File: src/design/cplg_pkg.sv
// ----------------------------------------------------------------------------
// cplg_pkg
// Shared types and constants of the chassis power-limit gain block.
// ----------------------------------------------------------------------------
package cplg_pkg;

	localparam int GainFracBits = 15;
	localparam int OfflineTicks = 250;

	localparam int DivWidth = 32;
	localparam int DvsWidth = 16;
	localparam int MulWidth = 16;

	localparam logic [15:0] Q_ONE      = 16'd32768;
	localparam logic [15:0] Q_CAP_MIN  = 16'd1638;
	localparam logic [15:0] Q_OVF_STEP = 16'd983;
	localparam logic [15:0] Q_OVF_MIN  = 16'd22938;
	localparam logic [15:0] Q_BUF_MAX  = 16'd13107;
	localparam logic [15:0] Q_FALLBACK = 16'd3277;

	localparam logic [1:0] REQ_CAP     = 2'd0;
	localparam logic [1:0] REQ_REFEREE = 2'd1;
	localparam logic [1:0] REQ_TICK    = 2'd2;
	localparam logic [1:0] REQ_CONTROL = 2'd3;

	typedef struct packed {
		logic                start;
		logic [DivWidth-1:0] dividend;
		logic [DvsWidth-1:0] divisor;
	} div_req_t;

	typedef struct packed {
		logic                  start;
		logic [MulWidth-1:0]   a;
		logic [MulWidth-1:0]   b;
	} mul_req_t;

endpackage

File: src/design/cplg_div.sv
// ----------------------------------------------------------------------------
// cplg_div
// Restoring unsigned divider, one quotient bit per cycle.
// ----------------------------------------------------------------------------
module cplg_div (
	input  logic                          clk,
	input  logic                          arst_n,
	input  cplg_pkg::div_req_t            req,
	output logic                          done,
	output logic [cplg_pkg::DivWidth-1:0] quotient
);

	logic [cplg_pkg::DivWidth-1:0] work_q;
	logic [cplg_pkg::DvsWidth-1:0] dvs_q;
	logic [cplg_pkg::DvsWidth:0]   rem_q;
	logic [5:0]                    cnt_q;
	logic                          busy_q;
	logic                          done_q;
	logic [cplg_pkg::DvsWidth:0]   rem_sh;
	logic                          fits;

	assign rem_sh = {rem_q[cplg_pkg::DvsWidth-1:0], work_q[cplg_pkg::DivWidth-1]};
	assign fits   = rem_sh >= {1'b0, dvs_q};

	always_ff @(posedge clk or negedge arst_n) begin
		if (!arst_n) begin
			busy_q <= 1'b0;
			done_q <= 1'b0;
			cnt_q  <= '0;
		end else begin
			done_q <= 1'b0;
			if (req.start) begin
				busy_q <= 1'b1;
				cnt_q  <= '0;
			end else if (busy_q) begin
				cnt_q <= cnt_q + 6'd1;
				if (cnt_q == 6'(cplg_pkg::DivWidth - 1)) begin
					busy_q <= 1'b0;
					done_q <= 1'b1;
				end
			end
		end
	end

	always_ff @(posedge clk) begin
		if (req.start) begin
			work_q <= req.dividend;
			dvs_q  <= req.divisor;
			rem_q  <= '0;
		end else if (busy_q) begin
			rem_q  <= fits ? (rem_sh - {1'b0, dvs_q}) : rem_sh;
			work_q <= {work_q[cplg_pkg::DivWidth-2:0], fits};
		end
	end

	assign done     = done_q;
	assign quotient = work_q;

endmodule

File: src/design/cplg_mul.sv
// ----------------------------------------------------------------------------
// cplg_mul
// Shift-add unsigned multiplier, one multiplier bit per cycle.
// ----------------------------------------------------------------------------
module cplg_mul (
	input  logic                            clk,
	input  logic                            arst_n,
	input  cplg_pkg::mul_req_t              req,
	output logic                            done,
	output logic [2*cplg_pkg::MulWidth-1:0] product
);

	logic [2*cplg_pkg::MulWidth-1:0] mcand_q;
	logic [2*cplg_pkg::MulWidth-1:0] acc_q;
	logic [cplg_pkg::MulWidth-1:0]   mplier_q;
	logic [4:0]                      cnt_q;
	logic                            busy_q;
	logic                            done_q;

	always_ff @(posedge clk or negedge arst_n) begin
		if (!arst_n) begin
			busy_q <= 1'b0;
			done_q <= 1'b0;
			cnt_q  <= '0;
		end else begin
			done_q <= 1'b0;
			if (req.start) begin
				busy_q <= 1'b1;
				cnt_q  <= '0;
			end else if (busy_q) begin
				cnt_q <= cnt_q + 5'd1;
				if (cnt_q == 5'(cplg_pkg::MulWidth - 1)) begin
					busy_q <= 1'b0;
					done_q <= 1'b1;
				end
			end
		end
	end

	always_ff @(posedge clk) begin
		if (req.start) begin
			mcand_q  <= {{cplg_pkg::MulWidth{1'b0}}, req.a};
			mplier_q <= req.b;
			acc_q    <= '0;
		end else if (busy_q) begin
			if (mplier_q[0]) begin
				acc_q <= acc_q + mcand_q;
			end
			mcand_q  <= {mcand_q[2*cplg_pkg::MulWidth-2:0], 1'b0};
			mplier_q <= {1'b0, mplier_q[cplg_pkg::MulWidth-1:1]};
		end
	end

	assign done    = done_q;
	assign product = acc_q;

endmodule

File: src/design/chassis_power_limit_gain.sv
// ----------------------------------------------------------------------------
// chassis_power_limit_gain
// Chassis power-limit gain: capacitor/referee/tick bookkeeping and gain step.
// ----------------------------------------------------------------------------
// One transaction in gives one transaction out. Capacitor reports, referee
// reports and offline ticks go straight to the output register. A control
// step runs through a shared bit-serial divider and a bit-serial multiplier:
// the capacitor path takes one divide and the buffer path a multiply and a
// divide; under-voltage scaling adds one divide and two multiplies. The
// fallback gain, a capacitor charge at or below the floor, and a buffer
// below 10 J use neither unit unless scaling applies. The next transaction
// is taken once the result sits in the output register, so a stalled output
// holds off the next transaction.
module chassis_power_limit_gain (
	input  logic               clk,
	input  logic               arst_n,
	input  logic               in_valid,
	output logic               in_ready,
	input  logic [1:0]         req_type,
	input  logic [14:0]        cap_raw,
	input  logic [15:0]        max_current_raw,
	input  logic [15:0]        present_current_raw,
	input  logic signed [15:0] remain_buffer,
	input  logic               referee_offline,
	input  logic [1:0]         boost_level,
	input  logic               use_capacitor,
	input  logic               cap_healthy,
	input  logic               backup_request,
	output logic               out_valid,
	input  logic               out_ready,
	output logic [15:0]        limit_gain,
	output logic               module_online,
	output logic [15:0]        under_voltage_gain,
	output logic [14:0]        window_floor
);

	typedef enum logic [3:0] {
		ST_IDLE, ST_CAP_DIV, ST_BUF_MUL, ST_BUF_DIV, ST_UV,
		ST_UV_DIV, ST_MUL1, ST_MUL2, ST_DONE
	} state_t;

	state_t state_q;

	logic [14:0]        cap_q;
	logic [15:0]        maxc_q;
	logic [15:0]        presc_q;
	logic [8:0]         bufc_q;
	logic signed [15:0] bufraw_q;
	logic [14:0]        floor_q;
	logic [14:0]        range_q;
	logic [15:0]        ovf_q;
	logic [6:0]         decim_q;
	logic [1:0]         prevb_q;
	logic               backup_q;
	logic [7:0]         offcnt_q;
	logic               online_q;
	logic [15:0]        gain_q;
	logic [15:0]        uv_q;
	logic [15:0]        g_q;
	logic               out_valid_q;
	logic [15:0]        out_gain_q;
	logic               out_online_q;
	logic [15:0]        out_uv_q;
	logic [14:0]        out_floor_q;

	cplg_pkg::div_req_t div_req_q;
	cplg_pkg::mul_req_t mul_req_q;
	logic               div_done;
	logic               mul_done;
	logic [31:0]        quot;
	logic [31:0]        prod;

	cplg_div u_div (.clk(clk), .arst_n(arst_n), .req(div_req_q), .done(div_done),
		.quotient(quot));
	cplg_mul u_mul (.clk(clk), .arst_n(arst_n), .req(mul_req_q), .done(mul_done),
		.product(prod));

	// window selection, capacitor-path test and buffer overflow-factor step
	logic               bk_eff;
	logic               bk_new;
	logic [14:0]        fl_new;
	logic [14:0]        rg_new;
	logic signed [16:0] cs;
	logic signed [16:0] cm3k;
	logic signed [16:0] cm900;
	logic signed [16:0] f1;
	logic signed [16:0] diff;
	logic               cap_path;
	logic [6:0]         dc;
	logic [15:0]        ovf_new;
	logic [15:0]        ovf_sub;

	always_comb begin
		bk_eff = backup_q | backup_request;
		bk_new = bk_eff;
		fl_new = floor_q;
		rg_new = range_q;
		cs     = $signed({2'b00, cap_q});
		cm3k   = cs - 17'sd3000;
		cm900  = cs - 17'sd900;
		f1     = $signed({2'b00, floor_q});
		if (boost_level == 2'd3) begin
			fl_new = 15'd9000;
			rg_new = 15'd6000;
		end else if (boost_level != 2'd0) begin
			if (bk_eff) begin
				fl_new = 15'd9000;
				rg_new = 15'd6000;
			end else if (boost_level == 2'd2) begin
				fl_new = 15'd15000;
				rg_new = 15'd3000;
			end else if (prevb_q == 2'd0) begin
				fl_new = (cm3k > 17'sd15000) ? cm3k[14:0] : 15'd15000;
				rg_new = 15'd3000;
			end
		end else begin
			if (prevb_q == 2'd1) begin
				if (cm900 < 17'sd15000) begin
					f1 = 17'sd15000;
				end else if (cm900 > 17'sd27000) begin
					f1 = 17'sd27000;
				end else begin
					f1 = cm900;
				end
			end
			if (bk_eff && cs < 17'sd16500) begin
				fl_new = 15'd9000;
				rg_new = 15'd6000;
			end else begin
				bk_new = 1'b0;
				rg_new = 15'd3000;
				if (cs >= 17'sd27900) begin
					fl_new = 15'd27000;
				end else if (cm3k < f1) begin
					fl_new = f1[14:0];
				end else if (cm3k > 17'sd27000) begin
					fl_new = 15'd27000;
				end else begin
					fl_new = cm3k[14:0];
				end
			end
		end
		diff     = cs - $signed({2'b00, fl_new});
		cap_path = online_q && cap_healthy && (use_capacitor || bufc_q >= 9'd40);
		dc       = (decim_q == 7'd100) ? 7'd0 : decim_q;
		ovf_sub  = ovf_q - cplg_pkg::Q_OVF_STEP;
		ovf_new  = ovf_q;
		if (dc == 7'd0 && bufraw_q <= 16'sd0) begin
			ovf_new = (ovf_sub < cplg_pkg::Q_OVF_MIN) ? cplg_pkg::Q_OVF_MIN : ovf_sub;
		end
	end

	assign in_ready = (state_q == ST_IDLE);

	always_ff @(posedge clk or negedge arst_n) begin
		if (!arst_n) begin
			state_q     <= ST_IDLE;
			cap_q       <= '0;
			maxc_q      <= '0;
			presc_q     <= '0;
			bufc_q      <= '0;
			bufraw_q    <= '0;
			floor_q     <= 15'd9000;
			range_q     <= 15'd3000;
			ovf_q       <= cplg_pkg::Q_ONE;
			decim_q     <= '0;
			prevb_q     <= '0;
			backup_q    <= 1'b0;
			offcnt_q    <= 8'(cplg_pkg::OfflineTicks);
			online_q    <= 1'b0;
			gain_q      <= '0;
			uv_q        <= cplg_pkg::Q_ONE;
			g_q         <= '0;
			out_valid_q <= 1'b0;
			div_req_q   <= '0;
			mul_req_q   <= '0;
		end else begin
			div_req_q.start <= 1'b0;
			mul_req_q.start <= 1'b0;
			if (out_valid_q && out_ready) begin
				out_valid_q <= 1'b0;
			end
			case (state_q)
				ST_IDLE: begin
					if (in_valid) begin
						state_q <= ST_DONE;
						case (req_type)
							cplg_pkg::REQ_CAP: begin
								cap_q    <= cap_raw;
								maxc_q   <= max_current_raw;
								presc_q  <= present_current_raw;
								offcnt_q <= '0;
							end
							cplg_pkg::REQ_REFEREE: begin
								bufraw_q <= remain_buffer;
								if (remain_buffer < 16'sd0) begin
									bufc_q <= '0;
								end else if (remain_buffer > 16'sd300) begin
									bufc_q <= 9'd300;
								end else begin
									bufc_q <= remain_buffer[8:0];
								end
							end
							cplg_pkg::REQ_TICK: begin
								if (offcnt_q < 8'(cplg_pkg::OfflineTicks)) begin
									offcnt_q <= offcnt_q + 8'd1;
									online_q <= 1'b1;
								end else begin
									online_q <= 1'b0;
								end
							end
							default: begin
								backup_q <= bk_eff;
								if (cap_path) begin
									backup_q <= bk_new;
									floor_q  <= fl_new;
									range_q  <= rg_new;
									prevb_q  <= boost_level;
									if (diff <= 17'sd0) begin
										g_q     <= cplg_pkg::Q_CAP_MIN;
										state_q <= ST_UV;
									end else begin
										div_req_q <= '{1'b1, {2'b00, diff[14:0], 15'd0},
											{1'b0, rg_new}};
										state_q   <= ST_CAP_DIV;
									end
								end else if (!referee_offline) begin
									decim_q <= dc + 7'd1;
									ovf_q   <= ovf_new;
									if (bufc_q < 9'd10) begin
										g_q     <= '0;
										state_q <= ST_UV;
									end else begin
										mul_req_q <= '{1'b1, {7'd0, bufc_q - 9'd10}, ovf_new};
										state_q   <= ST_BUF_MUL;
									end
								end else begin
									g_q     <= cplg_pkg::Q_FALLBACK;
									state_q <= ST_UV;
								end
							end
						endcase
					end
				end
				ST_CAP_DIV: begin
					if (div_done) begin
						if (quot > {16'd0, cplg_pkg::Q_ONE}) begin
							g_q <= cplg_pkg::Q_ONE;
						end else if (quot < {16'd0, cplg_pkg::Q_CAP_MIN}) begin
							g_q <= cplg_pkg::Q_CAP_MIN;
						end else begin
							g_q <= quot[15:0];
						end
						state_q <= ST_UV;
					end
				end
				ST_BUF_MUL: begin
					if (mul_done) begin
						div_req_q <= '{1'b1, prod, 16'd50};
						state_q   <= ST_BUF_DIV;
					end
				end
				ST_BUF_DIV: begin
					if (div_done) begin
						g_q <= (quot > {16'd0, cplg_pkg::Q_BUF_MAX}) ?
							cplg_pkg::Q_BUF_MAX : quot[15:0];
						state_q <= ST_UV;
					end
				end
				ST_UV: begin
					if (online_q && presc_q != 16'd0) begin
						div_req_q <= '{1'b1, {1'b0, maxc_q, 15'd0}, presc_q};
						state_q   <= ST_UV_DIV;
					end else begin
						gain_q  <= g_q;
						state_q <= ST_DONE;
					end
				end
				ST_UV_DIV: begin
					if (div_done) begin
						if (quot > {16'd0, cplg_pkg::Q_ONE}) begin
							uv_q            <= cplg_pkg::Q_ONE;
							mul_req_q       <= '{1'b1, g_q, cplg_pkg::Q_ONE};
						end else begin
							uv_q            <= quot[15:0];
							mul_req_q       <= '{1'b1, g_q, quot[15:0]};
						end
						state_q <= ST_MUL1;
					end
				end
				ST_MUL1: begin
					if (mul_done) begin
						mul_req_q <= '{1'b1, prod[30:15], uv_q};
						state_q   <= ST_MUL2;
					end
				end
				ST_MUL2: begin
					if (mul_done) begin
						gain_q  <= prod[30:15];
						state_q <= ST_DONE;
					end
				end
				ST_DONE: begin
					if (!out_valid_q || out_ready) begin
						out_valid_q <= 1'b1;
						state_q     <= ST_IDLE;
					end
				end
				default: begin
					state_q <= ST_IDLE;
				end
			endcase
		end
	end

	always_ff @(posedge clk) begin
		if (state_q == ST_DONE && (!out_valid_q || out_ready)) begin
			out_gain_q   <= gain_q;
			out_online_q <= online_q;
			out_uv_q     <= uv_q;
			out_floor_q  <= floor_q;
		end
	end

	assign out_valid          = out_valid_q;
	assign limit_gain         = out_gain_q;
	assign module_online      = out_online_q;
	assign under_voltage_gain = out_uv_q;
	assign window_floor       = out_floor_q;

	a_gain_range: assert property (@(posedge clk) disable iff (!arst_n)
		gain_q <= cplg_pkg::Q_ONE && uv_q <= cplg_pkg::Q_ONE)
		else $error("gain register above one");

	a_unit_excl: assert property (@(posedge clk) disable iff (!arst_n)
		!(div_req_q.start && mul_req_q.start))
		else $error("divider and multiplier started together");

	a_accept_busy: assert property (@(posedge clk) disable iff (!arst_n)
		in_valid && in_ready |=> state_q != ST_IDLE)
		else $error("accepted transaction did not leave idle");

	a_done_load: assert property (@(posedge clk) disable iff (!arst_n)
		state_q == ST_DONE && (!out_valid_q || out_ready) |=> out_valid_q)
		else $error("result not presented");

endmodule

File: config.mk
export PLATFORM = sky130hd
export DESIGN_NAME = chassis_power_limit_gain
export DESIGN_NICKNAME = d
export VERILOG_FILES = /design/src/design/cplg_pkg.sv /design/src/design/cplg_div.sv /design/src/design/cplg_mul.sv /design/src/design/chassis_power_limit_gain.sv
export SDC_FILE = /design/constraint.sdc
export NUM_CORES = 1
export LEC_CHECK = 0
export BUFFER_PORTS_ARGS = -buffer_cell sky130_fd_sc_hd__buf_2
export CORE_MARGIN = 2
export CORE_UTILIZATION = 25
export CTS_CLUSTER_SIZE = 14
export DETAILED_ROUTE_END_ITERATION = 8
export SLEW_MARGIN = 25
export SYNTH_ARGS = -nofsm -noshare
export SYNTH_HDL_FRONTEND = slang
export SYNTH_SLANG_ARGS = --single-unit
File: constraint.sdc
create_clock -name clk -period 9.3 [get_ports clk]
set_clock_uncertainty 0.15 [all_clocks]
set_input_delay 1.395 -clock clk [delete_from_list [all_inputs] [get_ports clk]]
set_output_delay 1.395 -clock clk [all_outputs]
set_load 0.1 [all_outputs]
# After elaboration in Yosys (flattened, before gate mapping)
# Index checks and enable logic that the tools add are counted.
[totals] output_inout_bits=50 reg_bits=479 wordCells=255
[op_classes] add_sub_neg=11 reduce_logical=39 n_bitwise=4 n_lt_le_gt_ge=19 eq_ne=36 mux=105
[op_table] operator="two-way mux 16 bit" n=22
[op_table] operator="two-way mux 49 bit" n=6
[op_table] operator="two-way mux 33 bit" n=7
[op_table] operator="two-way mux 15 bit" n=15
[op_table] operator="one-hot mux 49 bit (3 select lines)" n=1
[op_table] operator="one-hot mux 33 bit (3 select lines)" n=1
[op_table] operator="two-way mux 17 bit" n=5
[op_table] operator="two-way mux 32 bit" n=2
[op_table] operator="one-hot mux 16 bit (3 select lines)" n=1
[op_table] operator="two-way mux 4 bit" n=11
[op_table] operator="adder 32 bit" n=1
[op_table] operator="> comparator 16 bit (second input constant)" n=2
[op_table] operator="> comparator 32 x 14 -> 1 bit (second input constant)" n=1
[op_table] operator="> comparator 32 x 16 -> 1 bit (second input constant)" n=1
[op_table] operator="<= comparator 16 x 1 -> 1 bit (second input constant)" n=2
[op_table] operator="< comparator 16 x 15 -> 1 bit (second input constant)" n=2
[op_table] operator="< comparator 32 x 11 -> 1 bit (second input constant)" n=1
[op_table] operator="one-hot mux 16 bit (2 select lines)" n=1
[op_table] operator="one-hot mux 4 bit (8 select lines)" n=1
[op_table] operator="AND reduction 7 bit" n=3
[op_table] operator="two-way mux 1 bit" n=20
[op_table] operator="inequality test 2 bit (second input constant)" n=10
[op_table] operator="two-way mux 9 bit" n=2
[op_table] operator=">= comparator 17 x 16 -> 1 bit" n=1
[op_table] operator="other kinds (56)" n=95

# Longest topological paths before layout
# Gate-level depths: netlist of the first run.
[depth] ltp_word=20 depth_mapped=38 ltp_nobuf=35

# Hierarchy
# Synthesis of the first run repeated with hierarchy kept, for this count alone.
[hier_totals] hier_cells=2605 hier_area_um2=26101.3
[by_module_without_submodules] module="chassis_power_limit_gain" cells_per_inst=1736 n_inst=1 seq_area_each_um2=8272.9 area_each_um2=17259.1
[by_module_without_submodules] module="cplg_mul" cells_per_inst=537 n_inst=1 seq_area_each_um2=2097.0 area_each_um2=5078.6
[by_module_without_submodules] module="cplg_div" cells_per_inst=332 n_inst=1 seq_area_each_um2=1961.9 area_each_um2=3763.6

# Worst setup path before layout of the first run
# No wires, ideal clock.
[synth_timing] path_type="register to register" from="reg cap_q[4]" to="reg g_q[12]" t_required_ns=9.022 t_arrival_ns=7.900 path_slack_ns=1.123 synth_period_minus_slack_ns=8.177 path_stages_with_launch=36 path_buffers=3 cell_sequence="dfrtp_1 > clkbuf_1 > inv_1 > ha_1 > a21boi_1 > a2bb2oi_1 > or4b_1 > a21oi_1 > o21ai_2 > or2_1 > and2_1 > a22oi_1 > ha_1 > a2111oi_0 > o21ai_0 > a211oi_1 > o21ai_0 > a21oi_1 > clkbuf_1 > nand3_1 > nand2b_1 > a22o_1 > ha_1 > inv_1 > fa_1 > a211oi_1 > o21ai_1 > o21ai_1 > nor3_1 > or3_1 > nor4_1 > and4_1 > nor3_1 > o22ai_2 > buf_4 > mux2_1"
[synth_via] elab_chain_cells=17
[synth_rtl] item="from (decl)" line="chassis_power_limit_gain.sv:44" source="logic [14:0] cap_q;"
[synth_rtl] item="from (signal assigned)" line="chassis_power_limit_gain.sv:189" source="cap_q <= cap_raw;"
[synth_rtl] item="subtractor 15 x 10 -> 16 bit" line="chassis_power_limit_gain.sv:100" source="cm900 = cs - 17'sd900;"
[synth_rtl] item="> comparator 16 bit" line="chassis_power_limit_gain.sv:120" source="end else if (cm900 > 17'sd27000) begin"
[synth_rtl] item="two-way mux 17 bit" line="chassis_power_limit_gain.sv:120"
[synth_rtl] item="two-way mux 17 bit" line="chassis_power_limit_gain.sv:118" source="if (cm900 < 17'sd15000) begin"
[synth_rtl] item="two-way mux 17 bit" line="chassis_power_limit_gain.sv:117" source="if (prevb_q == 2'd1) begin"
[synth_rtl] item="two-way mux 17 bit" line="chassis_power_limit_gain.sv:105" source="end else if (boost_level != 2'd0) begin"
[synth_rtl] item="two-way mux 17 bit" line="chassis_power_limit_gain.sv:102" source="if (boost_level == 2'd3) begin"
[synth_rtl] item="< comparator 16 x 17 -> 1 bit" line="chassis_power_limit_gain.sv:134" source="end else if (cm3k < f1) begin"
[synth_rtl] item="[2 not listed]"
[synth_rtl] item="two-way mux 15 bit" line="chassis_power_limit_gain.sv:126" source="if (bk_eff && cs < 17'sd16500) begin"
[synth_rtl] item="two-way mux 15 bit (*)" line="chassis_power_limit_gain.sv:105"
[synth_rtl] item="two-way mux 15 bit (*)" line="chassis_power_limit_gain.sv:102"
[synth_rtl] item="via fl_new[0]" line="chassis_power_limit_gain.sv:81" source="logic [14:0] fl_new;"
[synth_rtl] item="subtractor 15 x 15 -> 16 bit (*)" line="chassis_power_limit_gain.sv:143" source="diff = cs - $signed({2'b00, fl_new});"
[synth_rtl] item="<= comparator 16 x 1 -> 1 bit (*)" line="chassis_power_limit_gain.sv:219" source="if (diff <= 17'sd0) begin"
[synth_rtl] item="inequality test 3 x 2 -> 1 bit (no line) (*)"
[synth_rtl] item="AND reduction 7 bit (no line) (*)"
[synth_rtl] item="to (signal assigned)" line="chassis_power_limit_gain.sv:220" source="g_q <= cplg_pkg::Q_CAP_MIN;"
[synth_rtl] item="to (signal assigned)" line="chassis_power_limit_gain.sv:238" source="g_q <= cplg_pkg::Q_FALLBACK;"
[synth_rtl] item="to (signal assigned)" line="chassis_power_limit_gain.sv:248" source="g_q <= cplg_pkg::Q_ONE;"
[synth_rtl] item="to (decl)" line="chassis_power_limit_gain.sv:59" source="logic [15:0] g_q;"
# Mark *: on every way through the listed nets, which the timed path passes. The rest lies on a longest branch. The select of a mux whose other input is x is not followed.
# A chain may end at the register's enable or synchronous reset.

# Worst setup path in the final report of the first run
[layout_timing] from="reg cap_q[3]" to="reg div_req_q[0] (netlist name)"
[layout_via] elab_chain_cells=17
[layout_rtl] item="subtractor 15 x 10 -> 16 bit" line="chassis_power_limit_gain.sv:100"
[layout_rtl] item="> comparator 16 bit" line="chassis_power_limit_gain.sv:120"
[layout_rtl] item="two-way mux 17 bit" line="chassis_power_limit_gain.sv:120"
[layout_rtl] item="two-way mux 17 bit" line="chassis_power_limit_gain.sv:118"
[layout_rtl] item="two-way mux 17 bit" line="chassis_power_limit_gain.sv:117"
[layout_rtl] item="two-way mux 17 bit" line="chassis_power_limit_gain.sv:105"
[layout_rtl] item="two-way mux 17 bit" line="chassis_power_limit_gain.sv:102"
[layout_rtl] item="< comparator 16 x 17 -> 1 bit" line="chassis_power_limit_gain.sv:134"
[layout_rtl] item="[2 not listed]"
[layout_rtl] item="two-way mux 15 bit" line="chassis_power_limit_gain.sv:126"
[layout_rtl] item="two-way mux 15 bit (*)" line="chassis_power_limit_gain.sv:105"
[layout_rtl] item="two-way mux 15 bit (*)" line="chassis_power_limit_gain.sv:102"
[layout_rtl] item="via fl_new[0]" line="chassis_power_limit_gain.sv:81"
[layout_rtl] item="subtractor 15 x 15 -> 16 bit (*)" line="chassis_power_limit_gain.sv:143"
[layout_rtl] item="<= comparator 16 x 1 -> 1 bit (*)" line="chassis_power_limit_gain.sv:219"
[layout_rtl] item="inequality test 2 bit (no line) (*)"
[layout_rtl] item="AND reduction 7 bit (no line) (*)"
[layout_rtl] item="to (signal assigned)" line="chassis_power_limit_gain.sv:223" source="div_req_q <= '{1'b1, {2'b00, diff[14:0], 15'd0},"
[layout_rtl] item="to (signal assigned)" line="chassis_power_limit_gain.sv:259" source="div_req_q <= '{1'b1, prod, 16'd50};"
[layout_rtl] item="to (signal assigned)" line="chassis_power_limit_gain.sv:272" source="div_req_q <= '{1'b1, {1'b0, maxc_q, 15'd0}, presc_q};"
[layout_rtl] item="to (decl)" line="chassis_power_limit_gain.sv:66" source="cplg_pkg::div_req_t div_req_q;"
# Marks and branches as above.

==> summary.txt, run 1 <==
Placement
  – Placer Congestion: around 0.93
  – Dpl hpwl: between 50000 and 60000 µm
  – Placed Area: 27700 µm²
  – Place WS: approximately 0.25 ns
  – Buffers on Ports: about 120

Clock tree
  – CTS tree: done
  – Clk slew on worst S/H paths: 0.07 ns
  – Cts bufs inserted: 50
  – CTS Buffer Depth: 3
  – Root buffer selected by CTS: clkbuf_16
  – Clk_lat worst skew: 0.61 ns
  – H-tree level count: 2
  – Num Clock Sinks: ~480

Setup path
  – RR Startpoint: cap_q[3]
  – Path depth of the worst reg2reg path: 34
  – Critical path type: reg2reg
  – Worst reg-to-reg setup slack: approximately 0.62 ns
  – Crit path max-delay family: simple AND/OR/NAND/NOR gates
  – Worst path slowest cell: or4b_4
  – Worst path depth: 34
  – CP arrival: 9.07 ns
  – Critical Path End: div_req_q[0]
  – Worst Path Max Fanout: 29
  – CP Capture Type: register
  – Bufs and invs on worst path: 4
  – Worst reg2reg path endpoint: div_req_q[0]
  – Crit start category: register
  – WP data required: 9.68 ns
  – CP Launch Point: cap_q[3]
  – Slowest stage delay, CP: 0.56 ns

Flow run
  – Max Cap Viol: 0

Detailed routing
  – Routed wire length: between 70000 and 80000 µm
  – DRC viols: 0
  – Via/cell ratio: 4.99
  – Initial DRC count: 1906
  – Antenna Violating Nets Remaining: 0
  – Via count: slightly above 20000
  – Routed WL per cell: 18.7 µm
  – Drt pass-1 iters: 6

Yosys
  – Complex-gate fraction of the synthesized area: 19.0%
  – Simple-gate share of the synthesized area: between 10% and 20%
  – Syn Area/Cell: 10.1 µm²
  – Adder-Cell Fraction of Synth Area: roughly 4.8%
  – Multiplexer share of the synthesized area: 7.39%
  – Mapped Area: 25500 µm²
  – Leading area contributor after synthesis: dfrtp_1
  – Post-synth EDFFs: about 130
  – Distinct cells, synth: between 100 and 150
  – Post-synth ARST share: 59.9%
  – Post-synthesis instance total: around 2500
  – Top_reg_cell synth: dfrtp_1
  – Ranking of synthesized cells by area: dfrtp_1 (26%), edfxtp_1 (15%), mux2_2 (5.4%), dfxtp_1 (5.0%), ha_1 (4.6%)
  – Register area share after synthesis: between 40% and 50%
  – Share of the synthesized area in the top cell type: 26.2%
  – Largest family of logic cells by synthesized area: compound AO/OA/AOI/OAI gates
  – Synth warn: 0
  – Synth Register Bits: 479
  – Post-synthesis xor/xnor area fraction: about 2.5%
  – Net count after synthesis: 2706

Global route
  – Global-route wire length before repair: ~120000 µm
  – Initial antenna violation count: 8
  – Pin count of the biggest net entering global routing: between 100 and 150
  – Vias in the first global route: 19500
  – Gr usage total: 14.3%
  – Gr ovfl total: 0

Die
  – Die height: 324 µm
  – Io pins: between 100 and 150
  – Die width: between 300 and 400 µm
  – Die ar.: 105000 µm²
  – Core area: 102000 µm²
  – # rows: 117
  – Starting density of the core: 25.1%

Cells and area
  – Area Overhead vs Synth: 15.1%
  – Nets@finish: 2792
  – Post-route cell area: 29400 µm²
  – Layout cell share with drive strength beyond 1: 16.9%

Run status
  – Status: complete, no violations

Timing
  – Setup violators final: 0
  – Pin slew with the least headroom to its limit: 0.979 ns
  – RSZ-0062 raised after global routing: no
  – Fin. max-slew vios: 0
  – Tcrit/Tclk final: 93.4%
  – TNS Setup: 0 ns
  – Fin crit period: ~8.7 ns
  – Final Hold Fails: 0
  – Worst slew margin: 34.0%
  – Min Hold Slack: 0.302 ns
  – F_max: 115 MHz
  – Setup ws final: 0.616 ns

Pwr
  – Maximum VDD drop: 139 µV
  – P_leak: roughly 12 nW
  – P per Cell Area: roughly 360 nW/µm²
  – Pwr Total: between 0.01 and 0.015 W

Min path
  – Hold crit path type: reg2reg
[layout by cell type (no fill, tap or decap), types with 29 or more instances in the layout]
master,count
nor3_1,43
mux2i_1,48
nor2_1,222
dfrtp_1,264
ha_1,92
clkbuf_16,51
buf_4,44
inv_1,80
o21ai_0,139
a222oi_1,41
a21oi_1,160
a21o_1,42
nand2_1,238
xnor2_1,49
mux2_2,123
buf_2,123
and2_1,29
nand3_1,61
edfxtp_1,128
a22o_1,31
dfxtp_1,64
o31ai_1,29
[through the flow]
stage / cells / utilization [%]
finish: 4034 / 28.9
global route: 4033 / 28.9
CTS: 4024 / 28.8
detailed placement: 3931 / 27.2
global placement: 3931 / 27.2
floorplan: 2535 / -
[cell usage after synthesis, drive strengths merged (18+ instances only)]
master  count
a22o       31
nor4       25
and3       18
dfxtp      64
a21o       42
nand2     239
ha         93
mux2      125
nor3       47
buf        25
clkbuf    111
mux2i      48
xnor2      49
nor2      224
a31oi      28
edfxtp    128
xor2       25
dfrtp     267
inv        82
nand3      61
or2        19
and2       29
nor2b      26
a211oi     28
nand2b     29
dfstp      20
a222oi     41
o21ai     165
nand4      23
a21oi     162
o31ai      29
[registers in the layout (all words and copies together), names as in the netlist, 32 cells and up]
register and flops:
u_div.quotient 32, u_mul.mcand_q 32, div_req_q 49, mul_req_q 33, u_mul.product 32
[layer usage]
layer,GRT usage (%),part of all wire (%)
met5,0,0.034
met4,5.71,3.5
met3,1.94,4.5
met2,23.0,47
met1,19.4,45
[area by class of cell]
type	instances	area, µm²
fillers	10700	72200
repair buffers	170	1000
clock inverters	31	292
inverters	83	312
well taps	1368	1710
multi-input cells	1837	12400
flip-flops and latches	479	12300
diodes	4	10.0
clock buffers	62	1350
[worst min-delay path by stage]
stage                              from              end  cells past startpoint
final                         gain_q[0]    limit_gain[0]                      0
after global routing      div_req_q[11]  u_div.dvs_q[11]                      0
after CTS                     gain_q[2]    limit_gain[2]                      0
after detailed placement     gain_q[15]   limit_gain[15]                      0
after global placement       gain_q[15]   limit_gain[15]                      0
after floorplan               gain_q[0]    limit_gain[0]                      0
[report_power, final]
group / leakage, nW / internal (W) / switching [W]
clock: 0.802 / 0.00117 / 0.000877
sequential: 5.43 / 0.00296 / 0.000738
combinational: 5.93 / 0.00199 / 0.00287
total: 12.2 / 0.00612 / 0.00448
[cells by family (layout without fill, tap and decap cells)]
group | Yosys count | in the layout
buffers and inverters | 219 | 346
adders and majority gates | 96 | 96
AOI/OAI and AO/OA | 708 | 708
muxes | 173 | 173
xor gates and xnor gates | 74 | 74
other | 1 | 5
and+or+nand+nor | 785 | 785
DFF | 479 | 479
[repair_timing]
| action | in CTS | in global routing |
|---|---|---|
| endpoints found under the setup margin | 0 | 62 |
| resized for setup | 0 | 6 |
| buffers inserted | 0 | 6 |
| hold buffers | 0 | 0 |
Note: power is estimated with default switching activity, not from simulation.
==> inputs of run 2 (changes only) <==
CORE_MARGIN = not set   (was 2)
==> run 2 against run 1 <==
Die area shrank 1.2%. Clock-buffer cell count rose by 12. Sequential share of layout area fell by 0.25 points. Global-route usage up 0.34 points. Critical path depth down 1. Design area rose by 0.59%. Critical path type unchanged. Sequential power is essentially flat. Utilization grew 0.46 points. Worst setup slack worse by 0.047 ns. Clock power up 6%. Wire length grew 1.3%. Sequential cell count unchanged.
==> summary.txt, run 2 (same netlist as run 1, synthesis figures left out) <==
Clock tree
  – Clk slew on worst S/H paths: 0.07 ns
  – Cts hold-fix bufs: 0
  – Num Clock Sinks: 479
  – CTS Buffer Depth: 3
  – Clk_lat worst skew: 0.62 ns
  – CTS tree: done
  – Cts bufs inserted: 52
  – H-tree level count: 2
  – Root buffer selected by CTS: clkbuf_16

Pwr
  – P_leak: 12.3 nW
  – P per Cell Area: roughly 360 nW/µm²
  – Pwr Total: between 0.01 and 0.015 W
  – Maximum VDD drop: 150 µV

Timing
  – Fin crit period: 8.73 ns
  – F_max: approximately 110 MHz
  – Final Hold Fails: 0
  – Worst slew margin: 27.6%
  – Pin slew with the least headroom to its limit: 1.08 ns
  – Tcrit/Tclk final: 93.9%
  – Fin. max-slew vios: 0
  – TNS Setup: 0 ns
  – Setup violators final: 0
  – RSZ-0062 raised after global routing: no

Placement
  – Placed Instances: 3920
  – Placer Congestion: 0.940
  – Dpl hpwl: 55900 µm
  – Placed Area: 27600 µm²
  – Buffers on Ports: 124

Die
  – Die ar.: 103000 µm²
  – Starting density of the core: about a quarter
  – Die height: between 300 and 400 µm
  – Io pins: 125
  – # rows: 116
  – Core area: about 100000 µm²
  – Die width: 322 µm

Setup path
  – Crit start category: register
  – Worst reg-to-reg setup slack: 0.57 ns
  – Critical path type: reg2reg
  – Crit path max-delay family: compound AO/OA/AOI/OAI gates
  – Slowest stage delay, CP: around 0.56 ns
  – Worst Path Max Fanout: 16
  – CP Capture Type: register
  – CP arrival: roughly 9.1 ns
  – Bufs and invs on worst path: 3
  – Worst path slowest cell: or4b_4
  – WP data required: ~9.6 ns

Global route
  – Global-route wire length before repair: 119000 µm
  – Gr usage total: roughly 15%
  – Busiest grt layer: met2
  – Initial antenna violation count: 14
  – Gr ovfl total: 0
  – Vias in the first global route: approximately 20000
  – Met1 Use GR: 19.8%
  – Met3 GRT Util: approximately 2.1%
  – Pin count of the biggest net entering global routing: 76
  – GR Util met2: 23.3%

Min path
  – Hold crit path type: reg2reg

Detailed routing
  – Via/cell ratio: 5.02
  – Drt pass-1 iters: 8
  – Routed WL per cell: about 19 µm
  – Routed wire length: 76600 µm
  – Initial DRC count: 1858
  – DRC viols: 0
  – Via count: a little over 20000
  – Antenna Violating Nets Remaining: 0

Cells and area
  – Layout Cells excl Fill: 4033
  – Max reg flops: 49
  – Post-route cell area: 29600 µm²
  – Largest regs: div_req_q x49, mul_req_q x33
  – Area Overhead vs Synth: 15.8%
  – Most common cell after layout, fill and taps aside: dfrtp_1
  – Commonest cells after routing, fill and taps aside: dfrtp_1 (265), nand2_1 (238), nor2_1 (222), a21oi_1 (160), o21ai_0 (139)
  – Most flops, register: div_req_q
  – Layout cell share with drive strength beyond 1: ~17%
  – Nets@finish: 2794

Run status
  – Status: complete, no violations

Flow run
  – Max Cap Viol: 0
[run 2: cell types whose count changed in the layout (fill, tap and decap cells not counted), moves of 2 or more]
cell	previous run	this run
clkinv_1	10	1
clkbuf_16	51	57
diode_2	4	9
buf_6	0	2
clkbuf_8	3	9
bufinv_16	5	2
clkinv_4	1	3
[run 2: metrics by stage]
stage,setup slack [ns],util (%),hold WS (ns)
after global placement,0.283,27.5,0.283
after global routing,0.000287,29.4,0.317
after detailed placement,0.104,27.5,0.281
after CTS,0.0308,29.3,0.297
after floorplan,1.12,-,0.275
final,0.570,29.4,0.298
[run 2: repair_timing]
item,in CTS,in global routing
buffers inserted,0,6
resized for setup,0,8
setup endpoints to repair,0,66
hold endpoints to repair,0,0
[run 2: worst reg2reg max path: cells and delay by family (launching register included)]
kind                     cells  cell delay [ns]
adder cells (fa/ha/maj)      3             0.82
multiplexers                 1             0.32
flip-flops                   1             0.36
buffers and inverters        3             0.53
AND/OR/NAND/NOR             10             2.42
AO/OA/AOI/OAI               16             4.01
[run 2: cell type report]
type                            instances  area, µm²
Tap cell                             1357       1700
Fill cell                           10400      71000
Clock buffer                           74       1580
Antenna cell                            9       22.5
Inverter                               83        312
Clock inverter                         24        221
Timing Repair Buffer                  170        996
Sequential cell                       479      12300
Multi-Input combinational cell       1837      12400
[run 2: final timing paths]
kind	startpoint	to	cells past startpoint
worst max-delay path	cap_q[2]	g_q[12]	33
worst min-delay path	gain_q[15]	limit_gain[15]	0
min in group asynchronous	arst_n	cap_q[1]	1
max in group asynchronous	arst_n	mul_req_q[32]	3
worst max register to register	cap_q[2]	g_q[12]	33
worst min register to register	gain_q[15]	limit_gain[15]	0
[run 2: power breakdown]
part / switching (W) / internal (W) / leakage, nW
logic: 0.00288 / 0.00199 / 5.93
registers: 0.000769 / 0.00296 / 5.43
clock network: 0.000916 / 0.00125 / 0.884
[run 2: layer usage]
metal,part of all wire [%],wire (µm)
met1,45,34500
met2,46,35400
met3,5.3,4030
met4,3.5,2670
met5,0.017,13
